==> src/hw/rtl/mdm_pkg.sv <==
// Shared widths, constants, register codes and pipeline types of the mecanum drive mixer.
`timescale 1ns / 1ps

package mdm_pkg;

    // Wheel output scaling
    localparam int OUTPUT_SCALE = 4095;
    localparam int WHEEL_LIMIT  = 4095;
    localparam int WHEEL_W      = 13;

    // Field widths
    localparam int TRIG_W  = 15;
    localparam int AXIS_W  = 16;
    localparam int KEY_W   = 6;
    localparam int SPEED_W = 12;
    localparam int ADDR_W  = 4;
    localparam int DATA_W  = 32;

    // Q.16 fixed point: mapped axis, key step, motion components, magnitudes
    localparam int MAP_W  = 18;
    localparam int STEP_W = 17;
    localparam int COMP_W = 20;
    localparam int MAG_W  = 19;

    localparam int Q_ONE    = 65536;
    localparam int Q_TENTH  = 6554;
    localparam int DEADZONE = 3277;

    // Axis mapping by reciprocal: floor(a*294912/163835) and floor(9*a/5)
    localparam int MAP_SHIFT = 33;
    localparam int RECIP_W   = 34;
    localparam logic [RECIP_W-1:0] MAP_POS_RECIP =
        RECIP_W'(((64'd9 << 48) + 64'd163834) / 64'd163835);
    localparam logic [RECIP_W-1:0] MAP_NEG_RECIP =
        RECIP_W'(((64'd9 << MAP_SHIFT) + 64'd4) / 64'd5);

    // Key step by reciprocal: floor(speed*65536/4095)
    localparam int STEP_SHIFT   = 26;
    localparam int STEP_RECIP_W = 31;
    localparam logic [STEP_RECIP_W-1:0] STEP_RECIP =
        STEP_RECIP_W'(((64'd1 << 42) + 64'd4094) / 64'd4095);

    // Wheel divider
    localparam int QUO_W   = $clog2(OUTPUT_SCALE + 1);
    localparam int PROD_W  = MAG_W + QUO_W;
    localparam int CMP_W   = (QUO_W > WHEEL_W) ? QUO_W : WHEEL_W;
    localparam int DIV_LAT = QUO_W + 2;

    // Key mask bits
    localparam int KEY_FWD     = 0;
    localparam int KEY_LEFT    = 1;
    localparam int KEY_BACK    = 2;
    localparam int KEY_RIGHT   = 3;
    localparam int KEY_ROT_NEG = 4;
    localparam int KEY_ROT_POS = 5;

    typedef enum logic [1:0] {
        REG_DRIVE_ENABLE    = 2'd0,
        REG_KEYBOARD_ENABLE = 2'd1,
        REG_GAMEPAD_ENABLE  = 2'd2,
        REG_KEYBOARD_SPEED  = 2'd3
    } reg_index_t;

    typedef struct packed {
        logic [MAG_W-1:0] rem;
        logic [QUO_W-1:0] low;
        logic [QUO_W-1:0] quo;
        logic [MAG_W-1:0] den;
        logic             neg;
    } div_stage_t;

endpackage

==> src/hw/rtl/mdm_axis_map.sv <==
// Two-stage axis normalizer: deadzone, reciprocal scaling and 0.1 offset.
`timescale 1ns / 1ps

module mdm_axis_map (
    input  logic                              clk,
    input  logic signed [mdm_pkg::AXIS_W-1:0] axis,
    output logic signed [mdm_pkg::MAP_W-1:0]  mapped
);

    logic                                            neg;
    logic                                            live;
    logic [mdm_pkg::AXIS_W-1:0]                      mag;
    logic [mdm_pkg::RECIP_W-1:0]                     recip;
    logic [mdm_pkg::AXIS_W+mdm_pkg::RECIP_W-1:0]     prod;

    logic [mdm_pkg::AXIS_W-1:0]                      quo_reg;
    logic                                            neg_reg;
    logic                                            live_reg;
    logic signed [mdm_pkg::MAP_W-1:0]                mapped_next;
    logic signed [mdm_pkg::MAP_W-1:0]                mapped_reg;

    always_comb
    begin
        neg   = axis[mdm_pkg::AXIS_W-1];
        mag   = neg ? mdm_pkg::AXIS_W'(-axis) : mdm_pkg::AXIS_W'(axis);
        live  = (mag >= mdm_pkg::AXIS_W'(mdm_pkg::DEADZONE));
        recip = neg ? mdm_pkg::MAP_NEG_RECIP : mdm_pkg::MAP_POS_RECIP;
        prod  = (mdm_pkg::AXIS_W + mdm_pkg::RECIP_W)'(mag)
              * (mdm_pkg::AXIS_W + mdm_pkg::RECIP_W)'(recip);
    end

    always_ff @(posedge clk)
    begin
        quo_reg  <= prod[mdm_pkg::MAP_SHIFT +: mdm_pkg::AXIS_W];
        neg_reg  <= neg;
        live_reg <= live;
    end

    // Add the tenth offset on both sides of zero
    always_comb
    begin
        if (!live_reg)
        begin
            mapped_next = '0;
        end
        else if (neg_reg)
        begin
            mapped_next = mdm_pkg::MAP_W'(mdm_pkg::Q_TENTH) - mdm_pkg::MAP_W'(quo_reg);
        end
        else
        begin
            mapped_next = mdm_pkg::MAP_W'(quo_reg) + mdm_pkg::MAP_W'(mdm_pkg::Q_TENTH);
        end
    end

    always_ff @(posedge clk)
    begin
        mapped_reg <= mapped_next;
    end

    assign mapped = mapped_reg;

endmodule

==> config.mk <==
export PLATFORM = sky130hd
export DESIGN_NAME = mdm_axis_map
export DESIGN_NICKNAME = d
export VERILOG_FILES = /design/src/hw/rtl/mdm_pkg.sv /design/src/hw/rtl/mdm_axis_map.sv
export SDC_FILE = /design/constraint.sdc
export NUM_CORES = 1
export LEC_CHECK = 0
export BUFFER_PORTS_ARGS = -buffer_cell sky130_fd_sc_hd__buf_2
export CAP_MARGIN = 0
export CORE_MARGIN = 4
export CORE_UTILIZATION = 55
export DETAILED_ROUTE_END_ITERATION = 6
export PLACE_DENSITY_LB_ADDON = 0.3
export SETUP_SLACK_MARGIN = 0.3
export SKIP_LAST_GASP = 1
export SLEW_MARGIN = 20
export SYNTH_ARGS = -nofsm -noshare
export SYNTH_HDL_FRONTEND = slang
export SYNTH_SLANG_ARGS = --single-unit
==> constraint.sdc <==
create_clock -name clk -period 9.9 [get_ports clk]
set_clock_uncertainty 0.1 [all_clocks]
set_input_delay 0.99 -clock clk [delete_from_list [all_inputs] [get_ports clk]]
set_output_delay 0.99 -clock clk [all_outputs]
set_load 0.02 [all_outputs]
**Yosys cells after proc, flatten, opt, wreduce, memory -nomap -nowiden**

Index checks and enable logic that the tools add are counted.

- Register bits after elaboration: 36
- Input port bits: 17

- Multiplexer cells: 3
- Add/subtract/negate cells: 3
- Magnitude comparators: 1
- Multipliers: 1

Operators with widths:

| cell | number |
|---|---|
| 16-bit by 34-bit multiplier with 49-bit output | 1 |
| 22-bit 2-to-1 mux | 1 |
| 18-bit 2-to-1 mux | 1 |
| 16-bit by 13-bit adder with 17-bit output (second input constant) | 1 |
| 13-bit by 16-bit subtractor with 17-bit output (first input constant) | 1 |
| 16-bit by 12-bit greater-or-equal comparator with 1-bit output (second input constant) | 1 |
| 16-bit 2-to-1 mux | 1 |
| 16-bit negator | 1 |

**Longest topological paths before layout**

- Depth in word-level cells: 3
- Gate-level depth with buffers: 28

**Worst setup path after synthesis**

Ideal clock, no wire load.

- Path type: input-to-reg
- Start point: input port axis[2] in the netlist's numbering
- End point: register quo_reg[11] in the netlist's numbering
- Arrival: 7.856 ns
- Path slack: 1.828 ns
- Data required time: 9.684 ns
- Stages: 25
- Library setup time: 0.116 ns
- Cells stage by stage: nor3_2 nand3b_1 or4_4 nor4_1 inv_1 fa_1 inv_1 fa_1 inv_1 fa_1 inv_1 fa_1 fa_1 inv_1 fa_1 inv_1 ha_1 buf_2 nand2_1 o21ai_0 o31ai_1 a211o_1 o211a_1 or3b_1 and4_1

- Longest elaborated chain between the ends: 3

Ends and longest elaborated chain:

| what | line | source |
|---|---|---|
| start: declaration | mdm_axis_map.sv:6 | `input logic signed [mdm_pkg::AXIS_W-1:0] axis,` |
| 16-bit negator | mdm_axis_map.sv:25 | `mag = neg ? mdm_pkg::AXIS_W'(-axis) : mdm_pkg::AXIS_W'(axis);` |
| 16-bit 2-to-1 mux * | mdm_axis_map.sv:25 |  |
| 16-bit by 34-bit multiplier with 49-bit output * | mdm_axis_map.sv:29 | `* (mdm_pkg::AXIS_W + mdm_pkg::RECIP_W)'(recip);` |
| net prod (one bit) | mdm_axis_map.sv:14 | `logic [mdm_pkg::AXIS_W+mdm_pkg::RECIP_W-1:0] prod;` |
| end signal: assignment | mdm_axis_map.sv:34 | `quo_reg <= prod[mdm_pkg::MAP_SHIFT +: mdm_pkg::AXIS_W];` |
| end: declaration | mdm_axis_map.sv:16 | `logic [mdm_pkg::AXIS_W-1:0] quo_reg;` |

The timed path passes the listed nets; every way through them passes the cells marked *.
A chain may end at the register's enable or synchronous reset.

**Final worst setup path**

- Start point: input port axis[2] in the netlist's numbering
- End point: register quo_reg[4] in the netlist's numbering

The elaborated chain is that of the path after synthesis.

==> reports/results.tsv <==
metric	value	unit
clk_latency	270	ps
globalplace.congestion	0.998	
syn_area	0.0122	sq mm
status	finished clean	
drv_cap	0	
ys_types	61	
cp_slowest_cell	a2111oi_0	
clk_pin_slew	50	ps
synth_top_area_share	40.1	%
async_flop_share	0	%
avgRoutedWirePerCell	18.6	um
cp_cell_sequence	buf_2 > nor3_2 > nand3b_1 > or4_4 > o41ai_1 > xor2_1 > inv_1 > fa_1 > fa_1 > inv_1 > fa_1 > inv_1 > fa_1 > inv_1 > fa_1 > fa_1 > inv_1 > ha_1 > and3_1 > a2111oi_0 > nor2_1 > a21boi_0 > o21ai_0 > xor2_1	
cp.buffers_inverters	6	
slew_headroom	37.6	%
dp_hpwl	28000	um
antenna_cells	0	
ctsLongestPathBuffers	2	
row_count	54	
grt_pass1_wl	50300	um
drtPass1Iterations	5	
ys_seq_elements	36	
critPathMaxFanout	7	
seq_area_frac_synth	5.92	%
fin_crit_sh	87.9	%
antenna_found_initial	0	
grt_max_degree	36	
largest_reg_flops	18	
hold_viol	0	
period_minus_slack	8710	ps
ant_nets	0	
core	0.0218	sq mm
tritoncts	done	
cts_resized	0	
grt_setup_unrepaired	no	
port_buffers	34	
finalSetupViolations	0	
drc	0	
drtIter0Drc	575	
placed_cell_area	0.0128	sq mm
path_class	input pin to flop	
cts-root-buf	clkbuf_16	
cp_slowest_stage_delay	740	ps
grt_pass1_vias	9291	
routed_wl	30900	um
clock-sinks	36	
tns	0	ps
crit_top_cell	fa_1	
synth_ff_type	dfxtp_1	
die_w	157	um
fmax	115	MHz
synth_top_cell_by_area	fa_1	
fill_cells	1910	
required	9960	ps
synth.avg_cell_area	9.18	sq um
tightest_slew	924	ps
dr_total_vias	8853	
synth_area_leaders	fa_1 40%, ha_1 20%, inv_1 12%, dfxtp_1 5.9%, nand2_1 2.2%	
slew_viol_final	0	
crit_family	adder cells	
synth-edff-count	0	
start_kind	input pin	
grt.total_usage	26.7	%
cts_inserted_buffers	5	
vias_per_cell	5.34	
endpoint_kind	flop	
nNetsFinal	1836	
fin_area	0.0129	sq mm
hold_class	flop to flop	
htreeDepth	2	
globalRouteOverflowTotal	0	
io_pins	35	
synthTopCellsByCount	391 x inv_1, 244 x fa_1, 198 x ha_1, 71 x nand2_1, 55 x nor2_1	
synth_most_common_cell	inv_1	
chipHeight	157	um
critPathArrivalTime	8760	ps
die-area	0.0246	sq mm
drive_gt1_share	4.57	%
postCtsSetupBuffers	0	
initial_utilization	55.8	%
synthToLayoutAreaGrowth	6.24	%
yosys_warnings	0	
ctsHoldBuffers	0	
postSynthCellCount	1326	
[placed cells by master, fill, tap and decap left out, types with 15 or more instances in the layout]
master / count
o21ai_0: 47
conb_1: 22
ha_1: 198
nor3_1: 19
nand4_1: 15
nor2_1: 55
a21oi_1: 47
nand2_1: 71
dfxtp_1: 36
fa_1: 244
buf_2: 34
inv_1: 391
xnor2_1: 30
[cells by family after synthesis]
group,synth area share (%)
compound gates,9.05
xor+xnor,3.02
fa+ha+maj,60.5
buf+inv,12.7
flops,5.92
other cells,0.0617
simple gates,8.72
[stage by stage]
step / setup WS (ps) / util (%) / hold WS (ps) / std cells
global route: 692 / 59.2 / 425 / 1658
global placement: 1040 / 58.5 / 394 / 1650
finish: 1190 / 59.2 / 404 / 1658
detailed placement: 944 / 58.5 / 401 / 1650
CTS: 1230 / 59.2 / 407 / 1658
floorplan: 1830 / - / 360 / 1346
[worst register-to-register path, cell delays in order (launching register included)]
cell      delay, ps
dfxtp_1         440
inv_1           100
ha_1            180
nor2b_1         140
o31ai_1         380
a311oi_1        220
o31a_1          270
o21ai_0         220
xnor2_1         150
nor2_1           60
[path summary, 6_finish.rpt]
kind	start	to	slack, ps	cells after the start
max	axis[2]	quo_reg[4]	1190	24
min reg2reg	quo_reg[0]	mapped[0]	400	1
min	quo_reg[0]	mapped[0]	400	1
max reg2reg	quo_reg[2]	mapped[15]	7510	9
[cell type report]
| class | instances | area [sq um] | area share [%] |
|---|---|---|---|
| multi-input combinational | 898 | 9970 | 77.1 |
| clock buffer | 6 | 129 | 0.997 |
| clock inverter | 2 | 35.0 | 0.271 |
| sequential | 36 | 721 | 5.57 |
| timing repair buffer | 45 | 253 | 1.95 |
| inverter | 391 | 1470 | 11.4 |
| tap | 280 | 350 | 2.71 |
[per-layer routing]
| layer | wire length, um | track usage, % |
|---|---|---|
| met1 | 13600 | 37.8 |
| met4 | 1060 | 7.36 |
| met3 | 2880 | 7.72 |
| met2 | 13400 | 40.5 |
| met5 | 0 | 0 |
Power is not shown: default switching activity piles up to over one toggle a cycle in this logic, so the estimate is an artifact.
