## src/hw/rtl/mdm_pkg.sv

```systemverilog
// Shared widths, constants, register codes and pipeline types of the mecanum drive mixer.
`timescale 1ns / 1ps

package mdm_pkg;

    // Wheel output scaling
    localparam int OUTPUT_SCALE = 4095;
    localparam int WHEEL_LIMIT  = 4095;
    localparam int WHEEL_W      = 13;

    // Field widths
    localparam int TRIG_W  = 15;
    localparam int AXIS_W  = 16;
    localparam int KEY_W   = 6;
    localparam int SPEED_W = 12;
    localparam int ADDR_W  = 4;
    localparam int DATA_W  = 32;

    // Q.16 fixed point: mapped axis, key step, motion components, magnitudes
    localparam int MAP_W  = 18;
    localparam int STEP_W = 17;
    localparam int COMP_W = 20;
    localparam int MAG_W  = 19;

    localparam int Q_ONE    = 65536;
    localparam int Q_TENTH  = 6554;
    localparam int DEADZONE = 3277;

    // Axis mapping by reciprocal: floor(a*294912/163835) and floor(9*a/5)
    localparam int MAP_SHIFT = 33;
    localparam int RECIP_W   = 34;
    localparam logic [RECIP_W-1:0] MAP_POS_RECIP =
        RECIP_W'(((64'd9 << 48) + 64'd163834) / 64'd163835);
    localparam logic [RECIP_W-1:0] MAP_NEG_RECIP =
        RECIP_W'(((64'd9 << MAP_SHIFT) + 64'd4) / 64'd5);

    // Key step by reciprocal: floor(speed*65536/4095)
    localparam int STEP_SHIFT   = 26;
    localparam int STEP_RECIP_W = 31;
    localparam logic [STEP_RECIP_W-1:0] STEP_RECIP =
        STEP_RECIP_W'(((64'd1 << 42) + 64'd4094) / 64'd4095);

    // Wheel divider
    localparam int QUO_W   = $clog2(OUTPUT_SCALE + 1);
    localparam int PROD_W  = MAG_W + QUO_W;
    localparam int CMP_W   = (QUO_W > WHEEL_W) ? QUO_W : WHEEL_W;
    localparam int DIV_LAT = QUO_W + 2;

    // Key mask bits
    localparam int KEY_FWD     = 0;
    localparam int KEY_LEFT    = 1;
    localparam int KEY_BACK    = 2;
    localparam int KEY_RIGHT   = 3;
    localparam int KEY_ROT_NEG = 4;
    localparam int KEY_ROT_POS = 5;

    typedef enum logic [1:0] {
        REG_DRIVE_ENABLE    = 2'd0,
        REG_KEYBOARD_ENABLE = 2'd1,
        REG_GAMEPAD_ENABLE  = 2'd2,
        REG_KEYBOARD_SPEED  = 2'd3
    } reg_index_t;

    typedef struct packed {
        logic [MAG_W-1:0] rem;
        logic [QUO_W-1:0] low;
        logic [QUO_W-1:0] quo;
        logic [MAG_W-1:0] den;
        logic             neg;
    } div_stage_t;

endpackage

```

## src/hw/rtl/mdm_wheel_div.sv

```systemverilog
// Pipelined restoring divider: magnitude times scale over denominator, signed and clamped.
`timescale 1ns / 1ps

module mdm_wheel_div (
    input  logic                               clk,
    input  logic [mdm_pkg::MAG_W-1:0]          mag,
    input  logic [mdm_pkg::MAG_W-1:0]          den,
    input  logic                               neg,
    output logic signed [mdm_pkg::WHEEL_W-1:0] wheel
);

    logic [mdm_pkg::PROD_W-1:0]      prod;
    mdm_pkg::div_stage_t             stage_next [mdm_pkg::QUO_W+1];
    mdm_pkg::div_stage_t             stage_reg  [mdm_pkg::QUO_W+1];
    logic [mdm_pkg::MAG_W:0]         trial      [mdm_pkg::QUO_W];
    logic [mdm_pkg::MAG_W:0]         diff       [mdm_pkg::QUO_W];
    logic                            take       [mdm_pkg::QUO_W];
    logic [mdm_pkg::CMP_W-1:0]       quo_ext;
    logic [mdm_pkg::CMP_W-1:0]       quo_sat;
    logic signed [mdm_pkg::WHEEL_W-1:0] wheel_next;
    logic signed [mdm_pkg::WHEEL_W-1:0] wheel_reg;

    // The quotient never exceeds the scale, so the high part starts below den
    assign prod = mdm_pkg::PROD_W'(mag) * mdm_pkg::PROD_W'(mdm_pkg::OUTPUT_SCALE);

    always_comb
    begin
        stage_next[0].rem = prod[mdm_pkg::PROD_W-1:mdm_pkg::QUO_W];
        stage_next[0].low = prod[mdm_pkg::QUO_W-1:0];
        stage_next[0].quo = '0;
        stage_next[0].den = den;
        stage_next[0].neg = neg;
        for (int s = 0; s < mdm_pkg::QUO_W; s++)
        begin
            trial[s] = {stage_reg[s].rem, stage_reg[s].low[mdm_pkg::QUO_W-1]};
            diff[s]  = trial[s] - {1'b0, stage_reg[s].den};
            take[s]  = (trial[s] >= {1'b0, stage_reg[s].den});
            stage_next[s+1].rem = take[s] ? diff[s][mdm_pkg::MAG_W-1:0]
                                          : trial[s][mdm_pkg::MAG_W-1:0];
            stage_next[s+1].low = {stage_reg[s].low[mdm_pkg::QUO_W-2:0], 1'b0};
            stage_next[s+1].quo = {stage_reg[s].quo[mdm_pkg::QUO_W-2:0], take[s]};
            stage_next[s+1].den = stage_reg[s].den;
            stage_next[s+1].neg = stage_reg[s].neg;
        end
    end

    always_ff @(posedge clk)
    begin
        for (int s = 0; s <= mdm_pkg::QUO_W; s++)
        begin
            stage_reg[s] <= stage_next[s];
        end
    end

    // Clamp the magnitude, then restore the sign (truncation toward zero)
    always_comb
    begin
        quo_ext = mdm_pkg::CMP_W'(stage_reg[mdm_pkg::QUO_W].quo);
        quo_sat = (quo_ext > mdm_pkg::CMP_W'(mdm_pkg::WHEEL_LIMIT))
                ? mdm_pkg::CMP_W'(mdm_pkg::WHEEL_LIMIT) : quo_ext;
        wheel_next = stage_reg[mdm_pkg::QUO_W].neg ? -mdm_pkg::WHEEL_W'(quo_sat)
                                                   : mdm_pkg::WHEEL_W'(quo_sat);
    end

    always_ff @(posedge clk)
    begin
        wheel_reg <= wheel_next;
    end

    assign wheel = wheel_reg;

endmodule

```

## config.mk

```make
export PLATFORM = sky130hd
export DESIGN_NAME = mdm_wheel_div
export DESIGN_NICKNAME = d
export VERILOG_FILES = /design/src/hw/rtl/mdm_pkg.sv /design/src/hw/rtl/mdm_wheel_div.sv
export SDC_FILE = /design/constraint.sdc
export NUM_CORES = 1
export LEC_CHECK = 0
export BUFFER_PORTS_ARGS = -buffer_cell sky130_fd_sc_hd__buf_2
export CAP_MARGIN = 10
export CORE_ASPECT_RATIO = 1.4
export CORE_UTILIZATION = 30
export CTS_CLUSTER_DIAMETER = 60
export CTS_CLUSTER_SIZE = 24
export DETAILED_ROUTE_END_ITERATION = 10
export GPL_ROUTABILITY_DRIVEN = 0
export GPL_TIMING_DRIVEN = 0
export RECOVER_POWER = 50
export SKIP_LAST_GASP = 1
export SYNTH_ARGS = -nofsm -noshare
export SYNTH_HDL_FRONTEND = slang
export SYNTH_SLANG_ARGS = --single-unit
```

## constraint.sdc

```tcl
create_clock -name clk -period 6.9 [get_ports clk]
set_clock_uncertainty 0.1 [all_clocks]
set_input_delay 0 -clock clk [delete_from_list [all_inputs] [get_ports clk]]
set_output_delay 0 -clock clk [all_outputs]
set_load 0.02 [all_outputs]
```

* Word level (Yosys, flattened, before mapping) *
Memories as Yosys holds them, arrays and structs flattened.
Index checks and enable logic that the tools add are counted.

cells by class
  muxes and demuxes = 13
  $mul = 1
  $lt $le $gt $ge = 12
  add/subtract/negate cells = 13

operators by type and width
  cell                                                  count
  >= comparator 20 x 19 -> 1 bit                        12
  2-to-1 mux 19 bit                                     12
  subtractor 19 bit                                     12
  multiplier 19 x 12 -> 31 bit (second input constant)  1
  negator 12 -> 13 bit                                  1
  2-to-1 mux 12 bit                                     1

storage, ports and cells
  RAM bits = 819
  register bits = 13
  memories kept = 1
  input bits = 40
  word-level logic and storage cells = 42

memory list
  name       depth  bits a word  rd ports  clocked after memory_dff  write ports  RTL line             text
  stage_reg  13     63           13        0                         13           mdm_wheel_div.sv:14  mdm_pkg::div_stage_t stage_reg [mdm_pkg::QUO_W+1];

* Longest topological paths before layout *
An unclocked memory read counts as a cell.

  word-level depth = 3
  gate-level depth with buffers = 22
  mapped depth without buffers = 20

* Worst setup path after synthesis *
Ideal clock, no wire load.

  kind = input -> register
  start = input port mag[3] (netlist name)
  end = memory stage_reg[0][59] (netlist name)
  arrival = 4649 ps
  path buffers = 1
  cell stages on the path = 19
  slack = 2031 ps
  cells stage by stage = fa_1 > inv_1 > fa_1 > inv_1 > fa_1 > fa_1 > inv_1 > fa_1 > inv_1 > ha_1 > clkbuf_1 > a21o_1 > a21o_1 > a21o_1 > a21oi_1 > a21bo_2 > o31ai_1 > o21ba_2 > xnor2_1

RTL lines
  element      RTL line             text
  from (decl)  mdm_wheel_div.sv:6   input logic [mdm_pkg::MAG_W-1:0] mag,
  to (decl)    mdm_wheel_div.sv:14

==> metrics <==
Hold Path Origin mag[17]; Setup CP Type in2reg; Max stage delay on crit path 0.62 ns; maxcap violations 0; M1 wire length 24.24 mm; Die ar. 105,100 sq um; critical path depth 19; post-synth cell types 83; remaining design rule violation count 4; CP Max Fanout 6; Root Buffer clkbuf_16; clock latency on the worst-skew pair 0.59 ns; Yosys warning count 0; Routed WL 63.11 mm; r2r setup slk 3.39 ns; Clock Sinks 638; sequential cell area fraction in the yosys report 41.02%; final hold vios 0; TritonCTS Buffers 44; f_max 0.1843 GHz; Critical Path Sink Type flip-flop; Max Slew Vio Count 0; register bit total from synthesis 638; Chip Width 274.3 microns; post-CTS setup buffers 0; Final ANT Viol Nets 0; Hold Path Class in2reg; Cell Chain, Critical Path dlygate4sd3_1, buf_2, fa_1, inv_1, fa_1, inv_1, fa_1, fa_1, inv_1, fa_1, inv_1, ha_1, o2111ai_1, a21oi_1, a211oi_1, o41ai_1, nand3_1, o21ai_0, xnor2_1; area delta synth->final 12.43%; Syn Area/Cell 9.891 sq um; number of global-route vias before repair 21.64k; Reg2Reg Launch Point stage_reg[1][169]; initial antenna violation count 0; Overflow after GRT 0; Clock Path Buffers 3; worst-margin pin slew 0.9928 ns; leading post-synthesis cells by cell area dfxtp_1, ha_1, fa_1; overall via count from detail_route 21.23k; Cell Area, Synth 31,140 sq um; first-pass GRT wire length 104.1 mm; CP Data Arrival Time 5.82 ns; 1st-iter DRT viols 773; cell with the most instances after synthesis dfxtp_1; CP top delay family adder cells; met3 wire len 1.632 mm; max reg flops 625; First-pass DRT Iterations 8; Setup WS post-layout 1.473 ns; Critical Path Slowest Stage Cell fa_1; I/O Buffers 52; WL/cell 13.54 microns; Yosys top cell area share 41.02%; Tcrit/Tclk final 78.66%; Final HPWL DP 52.11 mm; Synth Instances 3,148; failing checks design-rule violations; PostCTS Resize Cnt 0; Required @ worst endpoint 7.29 ns; Site Rows 139; max_slew headroom 32.95%; Tot GR Track Use 12.05%; Place WS 1.326 ns; Critical Path Sink stage_reg[0][62]; largest net degree at the start of global routing 25; Final #Nets 3,748; Critical path buffers and inverters 6; CTS tree done; core region area 102,800 sq um; htree depth 2; CP Launch Type input pin; synthesized net count 3,607; top sig layer met4; vias per inst 4.556; height of the die 383.2 microns; number of synthesized flops with an enable pin 0; most common library cells after synthesis dfxtp_1, inv_1, ha_1, a21oi_1; outcome complete, but fails checks; Crit. Startpoint mag[1]; IO Pins 53; Final setup viols 0; Initial Util 30.29%; R2R cell count 11; final setup TNS 0 ns; ys async rst share 0%; CP dominant cell by count fa_1; minimum clock period 5.427 ns; Post-synth top flop dfxtp_1; layout cell share with drive strength beyond 1 8.311%; register clock-pin slew on the reported worst setup and hold paths 0.08 ns; Ant. Diodes 0; r2r endpoint stage_reg[1][250]; met2 WL post-DR 35.05 mm; RSZ-0062 raised after global routing false; cell taking the most area after synthesis dfxtp_1
[placed cells by master (no fill, tap or decap), types with 8 or more instances in the layout]
cell           count
nor3_1            23
mux2i_1           22
a211o_1            8
nand2_1          173
o31a_1            12
a21oi_1          213
o211ai_1           8
buf_2             65
inv_6              9
dfxtp_1          638
nor2_1           176
nand2b_1          35
dlygate4sd3_1     43
a21o_1            80
ha_1             295
o21a_1            41
inv_1            437
o21bai_1          18
nor2b_1           32
xor2_1            74
a211oi_1          17
o31ai_1           21
mux2_2            85
xnor2_1          128
or3_1              9
and3_1            13
nand4_1           24
clkbuf_16         45
nand3_1           43
o21ai_0          176
fa_1             124
clkbuf_1          25
or2_2             13
a21boi_0           8
a31oi_1           29
[metrics by stage]
stage | hold slack [ns] | area (sq um) | utilization, % | instances
global route | 0.1532 | 35010 | 34.06 | 4660
detailed placement | 0.003566 | 33070 | 32.18 | 4539
CTS | 0.1134 | 35010 | 34.06 | 4660
global placement | 0.001708 | 33070 | 32.18 | 4539
floorplan | -0.07228 | 31140 | - | 3148
finish | 0.1303 | 35010 | 34.06 | 4660
[area by class of cell]
cell class,instances,area (sq um)
timing repair buffer,95,690.7
fill,10430,67780
clock buffer,50,1165
sequential,638,12770
buffer,47,237.7
inverter,437,1640
clock inverter,28,340.3
multi-input combinational,2026,16490
tap,1339,1675
[tightest hold or removal path, delay by kind of cell]
family                   cells  cell delay (ns)
XOR/XNOR                     3             0.40
adder cells (fa/ha/maj)      1             0.18
buffers and inverters        1             0.17
[layer usage]
layer	vias to the layer above	GRT usage [%]
met5	-	0
met4	0	4.300
met3	117	1.583
met2	295	24.23
met1	9912	12.36
li1	10910	-
[worst min-delay path by stage]
stage                             endpoint  slack (ns)  cells after the start
after CTS                 stage_reg[0][62]        0.11                      5
after global routing      stage_reg[0][62]        0.15                      5
after floorplan            stage_reg[0][0]       -0.07                      0
after detailed placement  stage_reg[0][18]       0.004                      1
final                     stage_reg[0][62]        0.13                      5
after global placement    stage_reg[0][18]       0.002                      1
[cell families (layout without fill, tap and decap cells)]
kind of cell | Yosys count | after routing | share of synthesized area (%)
XOR/XNOR | 202 | 202 | 5.682
multiplexers | 113 | 113 | 4.071
flip-flops | 638 | 638 | 41.02
buffers and inverters | 484 | 657 | 6.031
AO/OA/AOI/OAI | 711 | 711 | 14.57
AND/OR/NAND/NOR | 581 | 581 | 8.804
adder cells (fa/ha/maj) | 419 | 419 | 19.83
[repair_timing]
item                                   CTS  global route
setup endpoints to repair                0             0
endpoints found under the hold margin   25             0
hold buffers                            43             0
Power is not shown: default switching activity piles up to over one toggle a cycle in this logic, so the estimate is an artifact.
